===== src/hdl/fmr_pkg.sv =====
// ----------------------------------------------------------------------------
// fmr_pkg
// Shared types, constants and the message ID table of the framed receiver.
// ----------------------------------------------------------------------------
package fmr_pkg;

  localparam int MESSAGE_SLOTS = 11;
  localparam int SLOT_BYTES    = 64;
  localparam int FRAME_CAP     = SLOT_BYTES + 2;
  localparam int FB_AW         = $clog2(FRAME_CAP);
  localparam int SM_DEPTH      = MESSAGE_SLOTS * SLOT_BYTES;
  localparam int SM_AW         = $clog2(SM_DEPTH);
  localparam int FILL_W        = $clog2(SLOT_BYTES + 1);
  localparam int SIDX_W        = (MESSAGE_SLOTS > 1) ? $clog2(MESSAGE_SLOTS) : 1;
  localparam int CNT_W         = 9;
  localparam int ID_COUNT      = 11;

  localparam logic [7:0] ID_TABLE [ID_COUNT] = '{
    8'h31, 8'h33, 8'h34, 8'h35, 8'h36, 8'h37, 8'h38, 8'h39, 8'h41, 8'h42, 8'h45
  };

  localparam logic [1:0] KIND_BYTE = 2'd0;
  localparam logic [1:0] KIND_TICK = 2'd1;
  localparam logic [1:0] KIND_READ = 2'd2;

  localparam logic [2:0] EV_STORED  = 3'd0;
  localparam logic [2:0] EV_DROPPED = 3'd1;
  localparam logic [2:0] EV_EXPIRED = 3'd2;
  localparam logic [2:0] EV_ABORTED = 3'd3;
  localparam logic [2:0] EV_READ    = 3'd4;
  localparam logic [2:0] EV_NOTHING = 3'd5;

  localparam logic [1:0] REG_START_BYTE = 2'd0;
  localparam logic [1:0] REG_MSG_TMO    = 2'd1;
  localparam logic [1:0] REG_FRAME_TMO  = 2'd2;

  typedef struct packed {
    logic [1:0] kind;
    logic [7:0] rx_byte;
    logic [3:0] read_slot;
    logic [5:0] read_offset;
  } in_item_t;

  typedef struct packed {
    logic [2:0] event_res;
    logic [3:0] slot;
    logic [7:0] data_byte;
    logic       last;
  } out_item_t;

  typedef enum logic [1:0] {OP_BYTE, OP_TICK, OP_READ, OP_NOP} op_t;

  typedef struct packed {
    op_t        op;
    logic [7:0] rx_byte;
    logic [3:0] read_slot;
    logic [5:0] read_offset;
  } cmd_t;

  typedef struct packed {
    logic       hit;
    logic [3:0] idx;
  } id_hit_t;

  function automatic id_hit_t id_lookup(input logic [7:0] b);
    id_hit_t r;
    r = '0;
    for (int i = ID_COUNT - 1; i >= 0; i--) begin
      if (ID_TABLE[i] == b) begin
        r.hit = (i < MESSAGE_SLOTS);
        r.idx = 4'(i);
      end
    end
    return r;
  endfunction

endpackage


===== src/hdl/fmr_front.sv =====
// ----------------------------------------------------------------------------
// fmr_front
// Input acceptance, classification and a two-entry command queue.
// ----------------------------------------------------------------------------
module fmr_front (
  input  logic             clk,
  input  logic             rst,
  input  logic             in_valid,
  output logic             in_ready,
  input  fmr_pkg::in_item_t in_data,
  output logic             cmd_valid,
  output fmr_pkg::cmd_t    cmd,
  input  logic             cmd_pop
);
  import fmr_pkg::*;

  cmd_t       q [2];
  logic       wr_ptr;
  logic       rd_ptr;
  logic [1:0] count;
  cmd_t       cls;
  logic       push;
  logic       pop;

  always_comb begin
    cls.rx_byte     = in_data.rx_byte;
    cls.read_slot   = in_data.read_slot;
    cls.read_offset = in_data.read_offset;
    unique case (in_data.kind)
      KIND_BYTE: cls.op = OP_BYTE;
      KIND_TICK: cls.op = OP_TICK;
      KIND_READ: cls.op = OP_READ;
      default:   cls.op = OP_NOP;
    endcase
  end

  assign in_ready  = (count != 2'd2);
  assign cmd_valid = (count != 2'd0);
  assign cmd       = q[rd_ptr];
  assign push      = in_valid && in_ready;
  assign pop       = cmd_pop && cmd_valid;

  always_ff @(posedge clk) begin
    if (push) begin
      q[wr_ptr] <= cls;
    end
    if (rst) begin
      wr_ptr <= 1'b0;
      rd_ptr <= 1'b0;
      count  <= 2'd0;
    end else begin
      if (push) wr_ptr <= ~wr_ptr;
      if (pop)  rd_ptr <= ~rd_ptr;
      count <= count + 2'(push) - 2'(pop);
    end
  end

endmodule


===== config.mk =====
export PLATFORM = sky130hd
export DESIGN_NAME = fmr_front
export DESIGN_NICKNAME = d
export VERILOG_FILES = /design/src/hdl/fmr_pkg.sv /design/src/hdl/fmr_front.sv
export SDC_FILE = /design/constraint.sdc
export NUM_CORES = 1
export LEC_CHECK = 0
export BUFFER_PORTS_ARGS = -buffer_cell sky130_fd_sc_hd__buf_2
export CAP_MARGIN = 20
export CORE_ASPECT_RATIO = 1.5
export CORE_UTILIZATION = 46
export DETAILED_ROUTE_END_ITERATION = 6
export PLACE_DENSITY = 0.74
export SYNTH_ARGS = -nofsm -noshare
export SYNTH_HDL_FRONTEND = slang
export SYNTH_SLANG_ARGS = --single-unit

===== constraint.sdc =====
create_clock -name clk -period 1.8 [get_ports clk]
set_input_delay 0 -clock clk [delete_from_list [all_inputs] [get_ports clk]]
set_output_delay 0 -clock clk [all_outputs]
set_load 0.02 [all_outputs]

# Yosys cells after proc, flatten, opt, wreduce, memory -nomap -nowiden
# Memories as Yosys holds them, arrays and structs flattened. A register that Yosys moved wholly into a read port is not among the register bits.
# Cells that the tools add are included.
dict set report word_totals {
  regBits 4
  ramBits 40
  input_bits 24
  output_inout_bits 22
  word_cells 20
  n_memories 1
}
# memory words word_bits rd rd_clocked_by_memory_dff wr line_no
set mem_list {}
lappend mem_list {q 2 20 1 1 1 fmr_front.sv:17} ;# cmd_t q [2];
dict set report classes {
  n_addsub 2
  n_eq_ne 3
  n_mux 5
  n_bitwise 2
  n_reduce_logical 4
}
# cell n
set ops {}
lappend ops {{2-bit case mux with 3 select lines} 1}
lappend ops {{1-bit 2-to-1 mux} 4}
lappend ops {{2-bit by 1-bit adder with 2-bit output} 1}
lappend ops {{2-bit by 1-bit equality test with 1-bit output (second input constant)} 1}
lappend ops {{2-bit equality test (second input constant)} 1}
lappend ops {{1-bit logical AND} 2}
lappend ops {{2-bit logical NOT} 1}
lappend ops {{2-bit inequality test (second input constant)} 1}
lappend ops {{1-bit inverter} 2}
lappend ops {{2-bit nonzero test} 1}
lappend ops {{2-bit by 1-bit subtractor with 2-bit output} 1}

# Logic depth before layout (Yosys ltp)
# Gate-level depths: netlist of the first run.
dict set report logic_depth {
  word_depth 4
  depth_mapped 8
  ltp_nobuf 8
}

# Worst setup path after synthesis of the first run
# No wires, ideal clock.
dict set report synth_path {
  kind {register to register}
  startpoint {register count[0]}
  endpoint {memory q[0][0] (netlist bit), enable pin}
  setup_time_ns 0.397
  t_arrival_ns 1.497
  required_ns 1.403
  path_slack_ns -0.094
  stages_incl_launch_ff 4
  path_buffers 0
  path_cell_list {dfxtp_1 > nand2b_2 > nand2_4 > nor2_1}
}
dict set report synth_between {
  elab_chain_cells 4
}
# item line_no
set synth_rtl {}
lappend synth_rtl {{from (decl)} fmr_front.sv:20} ;# logic [1:0] count;
lappend synth_rtl {{from (signal assigned)} fmr_front.sv:54} ;# count <= count + 2'(push) - 2'(pop);
lappend synth_rtl {{2-bit inequality test} fmr_front.sv:37} ;# assign in_ready = (count != 2'd2);
lappend synth_rtl {{named net in_ready} fmr_front.sv:9} ;# output logic in_ready,
lappend synth_rtl {{1-bit logical AND} fmr_front.sv:40} ;# assign push = in_valid && in_ready;
lappend synth_rtl {{1-bit 2-to-1 mux} fmr_front.sv:44} ;# if (push) begin
lappend synth_rtl {{1-bit 2-to-1 mux (not written as such)} fmr_front.sv:45} ;# q[wr_ptr] <= cls;
lappend synth_rtl {{to (decl)} fmr_front.sv:17}
# The timed path passes the listed nets, and every way through them passes these cells.

# Final worst setup path of the first run
dict set report layout_path {
  startpoint {register count[1]}
  endpoint {register count[1]}
}
# item line_no
set layout_lines {}
lappend layout_lines {{2-bit nonzero test} fmr_front.sv:38} ;# assign cmd_valid = (count != 2'd0);
lappend layout_lines {{1-bit logical AND} fmr_front.sv:41} ;# assign pop = cmd_pop && cmd_valid;
lappend layout_lines {{named net pop} fmr_front.sv:23} ;# logic pop;
lappend layout_lines {{2-bit by 1-bit subtractor with 2-bit output} fmr_front.sv:54}
# The timed path passes the listed nets, and every way through them passes these cells.
# A chain may end at the register's enable or synchronous reset.

==> flow_summary.toml, run 1 <==
[status]
run_status = "finished, final reports clean"

[timing]
grt_setup_unrepaired = "false"
slew_violations = 0
final_min_period_over_clock_period = 0.9494
setup_tns_ns = 0
finalCriticalPeriod_ns = 1.709
report.final.hold_viol_count = 0
worst_hold_slack_ns = 0.07057
tightest_slew_ns = 0.4773
achievable-frequency_mhz = 585.2
relSlewSlack = 0.6818
skew_ns = 0.003948
final.setup.worst_slack_ns = 0.09106
finalSetupViolCount = 0

[finish]
final_layout_fill_cell_count = 288
antennaDiodeCount = 0
nNetsFinal = 187
multiInputGateArea_um2 = 371.6
mostFrequentLayoutCells = "sky130_fd_sc_hd__buf_2, sky130_fd_sc_hd__edfxtp_1, sky130_fd_sc_hd__dlygate4sd3_1, sky130_fd_sc_hd__mux2_2"
final_instance_count_without_filler_cells = 204
area.growth.synth_to_final_pct = 35.18
ff_latch_area_mm2 = 0.001301
layout-drive-gt1-share = 0.5000
mostFrequentLayoutCell = "sky130_fd_sc_hd__buf_2"

[clock_network]
cts_tree = "built"
clkLatencyLatePin_ns = 0.29
root_buffer = "sky130_fd_sc_hd__clkbuf_8"
cts.htree.levels = 2
path_clk_slew_ns = 0.08
max-clock-path-buffers = 2
cts_sinks = 45
cts-buffers-inserted = 5
postCtsResizedCells = 0

[die]
dieWidth_um = 51.59
fp.dieArea_mm2 = 0.003940
die_height_um = 76.38
io_pins = 46
start_util = 0.4920
floorplan.core_area_mm2 = 0.003448
placement_rows = 26

[drt]
drt_first_iter_violations = 13
drt_wl_total_um = 2845
detailroute.wirelength.met2_um = 1548
avgViaCountPerCell = 4.843
ant_nets = 0
dr_total_vias = 988
top_layer = "met4"
met3_layer_wire_length_in_the_routed_design_um = 140
met1_routed_length_um = 1080
wl_per_cell_um = 13.95
total_drc_errors_in_the_routed_layout = 0
drt_first_pass_iters = 2

[yosys]
seq_total_area_yosys = 0.7670
syn_avg_cell_area_um2 = 19.06
syn_inst = 89
synth_fp_nets = 115
synth_cell_types = 20
synth_seq_cells = 45
mappedNetlistArea_mm2 = 0.001697
yosys_warnings = 0

[global_route]
wire_length_of_the_first_global_routing_pass_um = 4340
antenna_violations_before_repair = 0
gr-usage-all-layers = 0.1615
grt_max_degree = 21
gr-total-overflow = 0
grt_pass1_vias = 966

[place]
place_congestion = 0.6247
number_of_cells_in_the_design_after_placement = 175
numPortBuffers = 45
place.detailed.hpwl_um = 1893
placement.setup.worst_slack_ns = 0.1149

[worst_hold_path]
holdCritPathClass = "in2reg"

[worst_setup_path]
worstPathArrival_ns = 1.92
setup.worst_path.end_class = "register"
largest_fanout_on_the_critical_path = 5
required_time_worst_endpoint_ns = 2.01
category_of_the_critical_setup_timing_path = "reg2reg"
startpoint_type = "register"

[power_and_ir_drop]
cell_area_power_density_mw_per_mm2 = 1390
worst_ir_drop_on_vdd_v = 0.001034
cellLeakagePower_nw = 0.9026

[job]
max_cap_violations = 0
## stage by stage
stage	util	total power [mW]	instance area, um2
5_1_grt	0.6651	3.351	2293
3_3_place_gp	0.5733	2.413	1977
4_1_cts	0.6651	3.237	2293
6_report	0.6651	3.187	2293
3_5_place_dp	0.5733	2.471	1977
2_1_floorplan	-	2.149	1699
## power breakdown
part / internal [mW] / switching [mW] / total (mW)
Combinational: 0.462 / 0.590 / 1.05
Sequential: 1.35 / 0.0637 / 1.41
Clock: 0.409 / 0.310 / 0.720
## repair_timing
action / CTS / global route
buffers inserted: 0 / 0
hold buffers: 21 / 0
hold endpoints to repair: 44 / 0
## path summary, 6_finish.rpt
path | startpoint | end | slack [ns] | depth (start not counted)
worst max-delay path | count[1] | count[1] | 0.09 | 7
worst min-delay path | in_valid | wr_ptr | 0.07 | 3
worst max register to register | count[1] | count[1] | 0.09 | 7
worst min register to register | rd_ptr | register | 0.52 | 2
## final cells by class
class | instances | share of cell area
clock buffers | 6 | 0.03164
inverters | 1 | 0.001637
repair buffers | 69 | 0.1997
multi-input cells | 39 | 0.1620
well taps | 42 | 0.02291
clock inverters | 2 | 0.01473
flip-flops and latches | 45 | 0.5674
## critical path, cell delays in order, from the launching register on
cell                      delay (ns)
sky130_fd_sc_hd__dfxtp_1        0.36
sky130_fd_sc_hd__o21a_2         0.25
sky130_fd_sc_hd__ha_1           0.30
sky130_fd_sc_hd__inv_1          0.06
sky130_fd_sc_hd__ha_1           0.17
sky130_fd_sc_hd__xor2_1         0.23
sky130_fd_sc_hd__nor2_1         0.07
sky130_fd_sc_hd__nor3_1         0.19
## layer usage
| layer | global-route usage | vias to the layer above |
|---|---|---|
| met5 | 0 | - |
| met1 | 0.1612 | 474 |
| met2 | 0.2753 | 32 |
| met3 | 0.04990 | 5 |
| met4 | 0.1054 | 0 |
| li1 | - | 477 |
## cell usage after synthesis
cell type                  number  area, um2
sky130_fd_sc_hd__and2_1         1      6.260
sky130_fd_sc_hd__and2b_1        1      7.510
sky130_fd_sc_hd__and3_2         1      7.510
sky130_fd_sc_hd__buf_4          2      15.01
sky130_fd_sc_hd__clkbuf_1       2      7.510
sky130_fd_sc_hd__dfxtp_1        5      100.1
sky130_fd_sc_hd__edfxtp_1      40       1201
sky130_fd_sc_hd__ha_1           2      25.02
sky130_fd_sc_hd__inv_1          1      3.750
sky130_fd_sc_hd__mux2_2        20      225.2
sky130_fd_sc_hd__mux2_4         1      15.01
sky130_fd_sc_hd__nand2_4        1      11.26
sky130_fd_sc_hd__nand2b_2       1      8.760
sky130_fd_sc_hd__nor2_1         5      18.77
sky130_fd_sc_hd__nor2b_1        1      6.260
sky130_fd_sc_hd__nor3_1         1      5.000
sky130_fd_sc_hd__o21a_2         1      8.760
sky130_fd_sc_hd__or2_2          1      6.260
sky130_fd_sc_hd__xnor2_1        1      8.760
sky130_fd_sc_hd__xor2_1         1      8.760
## cell families (layout without fill, tap and decap cells)
family	Yosys count	count (layout)	synth area share
AO/OA/AOI/OAI	1	1	0.005163
buffers and inverters	5	78	0.01548
adder cells (fa/ha/maj)	2	2	0.01475
multiplexers	21	21	0.1416
AND/OR/NAND/NOR	13	13	0.04573
flip-flops	45	45	0.7670
XOR/XNOR	2	2	0.01033
## state kept, by name, summed over array words and instances (netlist names), named ones only
| signal | count |
|---|---|
| q | 40 |
| wr_ptr | 1 |
| count | 2 |
| rd_ptr | 1 |
No activity file was read; power rests on OpenSTA's default activity.
==> inputs of run 2 (changes only) <==
- ABC_AREA: not set -> 1
==> run 2 against run 1 <==
  * Hold slack worse by 0.041 ns
  * Flip-flop and latch count stayed put
  * Synthesized cell count is 15% higher
  * First-iteration DRC count is 92% higher
  * Synthesized area is 4.9% higher
  * Clock skew is 0.0049 ns higher
  * Via count is 6.1% higher
  * Non-clock buffer count stayed put
==> flow_summary.toml, run 2 <==
[clock_network]
cts_sinks = 45
cts.repair_timing.setup_buffer_count = 0
cts-buffers-inserted = 5
cts.htree.levels = 2
cts_tree = "built"
root_buffer = "sky130_fd_sc_hd__clkbuf_8"
path_clk_slew_ns = 0.08
clkLatencyLatePin_ns = 0.28
max-clock-path-buffers = 2

[worst_setup_path]
largest_fanout_on_the_critical_path = 4
worstPathCellList = "inv_1 -> nand2_1 -> nand2_1 -> ha_1 -> inv_1 -> ha_1 -> inv_1 -> nand2_1 -> a21oi_1 -> nor2_1"
required_time_worst_endpoint_ns = 1.98
critical-path-max-stage-delay_ns = 0.36
category_of_the_critical_setup_timing_path = "reg2reg"
worst-path-buf-inv = 3
worstPathArrival_ns = 1.88
startpoint_type = "register"
setup.worst_path.end_class = "register"
timing.reg2reg.setup_slack_ns = 0.10
worst_path_dominant_cell_family = "adder cells"
critPathSlowestCell = "sky130_fd_sc_hd__dfxtp_2"

[drt]
drt_first_iter_violations = 25
drt_wl_total_um = 3075
drt_first_pass_iters = 3
dr_total_vias = 1048
total_drc_errors_in_the_routed_layout = 0
ant_nets = 0
avgViaCountPerCell = 4.807
wl_per_cell_um = 14.11

[yosys]
synth_common_cells = "sky130_fd_sc_hd__edfxtp_1, sky130_fd_sc_hd__mux2_4, sky130_fd_sc_hd__inv_1, sky130_fd_sc_hd__nor2_1, sky130_fd_sc_hd__nand2_1"
syn_inst = 102
yosys_warnings = 0
syn_avg_cell_area_um2 = 17.44
synth_flop_cell = "sky130_fd_sc_hd__edfxtp_1"
synth.top_cell.area_share = 0.6751
mappedNetlistArea_mm2 = 0.001779
synth_top_cell_by_area = "sky130_fd_sc_hd__edfxtp_1"
seq_total_area_yosys = 0.7314
edff_count_synth = 40
synth_seq_cells = 45
synth_cell_types = 11
synth_most_common_cell = "sky130_fd_sc_hd__edfxtp_1"
synth_fp_nets = 128
synth_top_cells_by_area = "sky130_fd_sc_hd__edfxtp_1, sky130_fd_sc_hd__mux2_4, sky130_fd_sc_hd__dfxtp_1, sky130_fd_sc_hd__inv_1, sky130_fd_sc_hd__nor2_1"
ys_async_sr_fraction = 0

[finish]
final_instance_count_without_filler_cells = 218
final_layout_fill_cell_count = 272
antennaDiodeCount = 0
reg.largest.list = "q x40, count x2"
mostFrequentLayoutCells = "sky130_fd_sc_hd__buf_2, sky130_fd_sc_hd__edfxtp_1, sky130_fd_sc_hd__dlygate4sd3_1, sky130_fd_sc_hd__mux2_4, sky130_fd_sc_hd__inv_1"
area.growth.synth_to_final_pct = 32.35
multiInputGateArea_um2 = 416.7
layout-drive-gt1-share = 0.4343
mostFrequentLayoutCell = "sky130_fd_sc_hd__buf_2"
nNetsFinal = 200
largest-register = "q"
ff_latch_area_mm2 = 0.001303
largest_register_ffs = 40

[die]
fp.dieArea_mm2 = 0.004126
start_util = 0.4832
io_pins = 46
dieWidth_um = 52.78
floorplan.core_area_mm2 = 0.003682
placement_rows = 27
die_height_um = 78.17

[timing]
skew_ns = 0.008845
setup_tns_ns = 0
tightest_slew_ns = 0.3656
achievable-frequency_mhz = 588.9
grt_setup_unrepaired = "false"
finalSetupViolCount = 0
relSlewSlack = 0.7563
finalCriticalPeriod_ns = 1.698
final_min_period_over_clock_period = 0.9433
report.final.hold_viol_count = 0
slew_violations = 0

[status]
run_status = "finished, final reports clean"

[global_route]
gr-usage-all-layers = 0.1655
antenna_violations_before_repair = 0
grt_max_degree = 21
wire_length_of_the_first_global_routing_pass_um = 4857
gr-total-overflow = 0
grt_pass1_vias = 1138

[worst_hold_path]
holdCritPathClass = "in2reg"

[power_and_ir_drop]
cell_area_power_density_mw_per_mm2 = 1298
cellLeakagePower_nw = 0.9867
worst_ir_drop_on_vdd_v = 0.001075

[place]
number_of_cells_in_the_design_after_placement = 189
numPortBuffers = 45
place_congestion = 0.5787
place.detailed.hpwl_um = 2011

[job]
max_cap_violations = 0
[run 2: cell types whose count changed after synthesis, moves of 2 or more]
| cell | change |
|---|---|
| sky130_fd_sc_hd__a21oi_1 | +2 |
| sky130_fd_sc_hd__buf_4 | -2 |
| sky130_fd_sc_hd__buf_6 | +2 |
| sky130_fd_sc_hd__inv_1 | +8 |
| sky130_fd_sc_hd__mux2_2 | -20 |
| sky130_fd_sc_hd__mux2_4 | +19 |
| sky130_fd_sc_hd__nand2_1 | +8 |
| sky130_fd_sc_hd__nand3_1 | +3 |
| sky130_fd_sc_hd__nor2_1 | +4 |
[run 2: what timing repair did]
item                                    CTS  global route
endpoints found under the setup margin    0             1
gates resized for setup                   0             1
hold buffers                             21             0
hold endpoints to repair                 41             0
[run 2: cell families after synthesis]
kind of cell,Yosys count,share of synthesized area
buffers and inverters,13,0.03586
and+or+nand+nor,20,0.04430
AOI/OAI and AO/OA,2,0.005626
muxes,20,0.1688
DFF,45,0.7314
adders and majority gates,2,0.01406
[run 2: where the power goes]
part           internal (mW)  switching [mW]  total (mW)
Clock                  0.313           0.287       0.599
Combinational          0.464           0.595        1.06
Sequential              1.33          0.0641        1.40
Total                   2.11           0.945        3.06
[run 2: path summary, 6_finish.rpt]
kind / start / to / cells past startpoint
worst min register to register: rd_ptr / register / 2
worst max-delay path: count[0] / count[1] / 10
worst min-delay path: in_valid / wr_ptr / 3
worst max register to register: count[0] / count[1] / 10
[run 2: final cells by class]
type                            instances  share of cell area
Clock buffer                            8             0.03826
Tap cell                               43             0.02285
Timing Repair Buffer                   69              0.1945
Sequential cell                        45              0.5531
Multi-Input combinational cell         44              0.1769
Inverter                                9             0.01435
[run 2: stage by stage]
step	power, mW	worst slack (ns)	hold WS, ns	utilization	area (um2)
finish	3.056	0.1020	0.02916	0.6395	2355
global route	3.205	0.03019	0.009565	0.6395	2355
CTS	3.069	0.08849	0.02145	0.6391	2354
detailed placement	2.443	0.1073	0.1915	0.5576	2053
global placement	2.367	0.3759	0.1698	0.5576	2053
floorplan	2.156	0.1499	0.07122	-	1782
[run 2: worst min-delay path: stages]
cell and delay (ns):
sky130_fd_sc_hd__buf_2 0.11, sky130_fd_sc_hd__a21oi_1 0.08, sky130_fd_sc_hd__nor2_1 0.09
[run 2: layer usage]
| layer | track usage | vias to the layer above | share of wire |
|---|---|---|---|
| li1 | - | 505 | - |
| met1 | 0.1613 | 505 | 0.36 |
| met2 | 0.3063 | 30 | 0.59 |
| met3 | 0.04070 | 8 | 0.029 |
| met4 | 0.07895 | 0 | 0.017 |
| met5 | 0 | - | 0 |
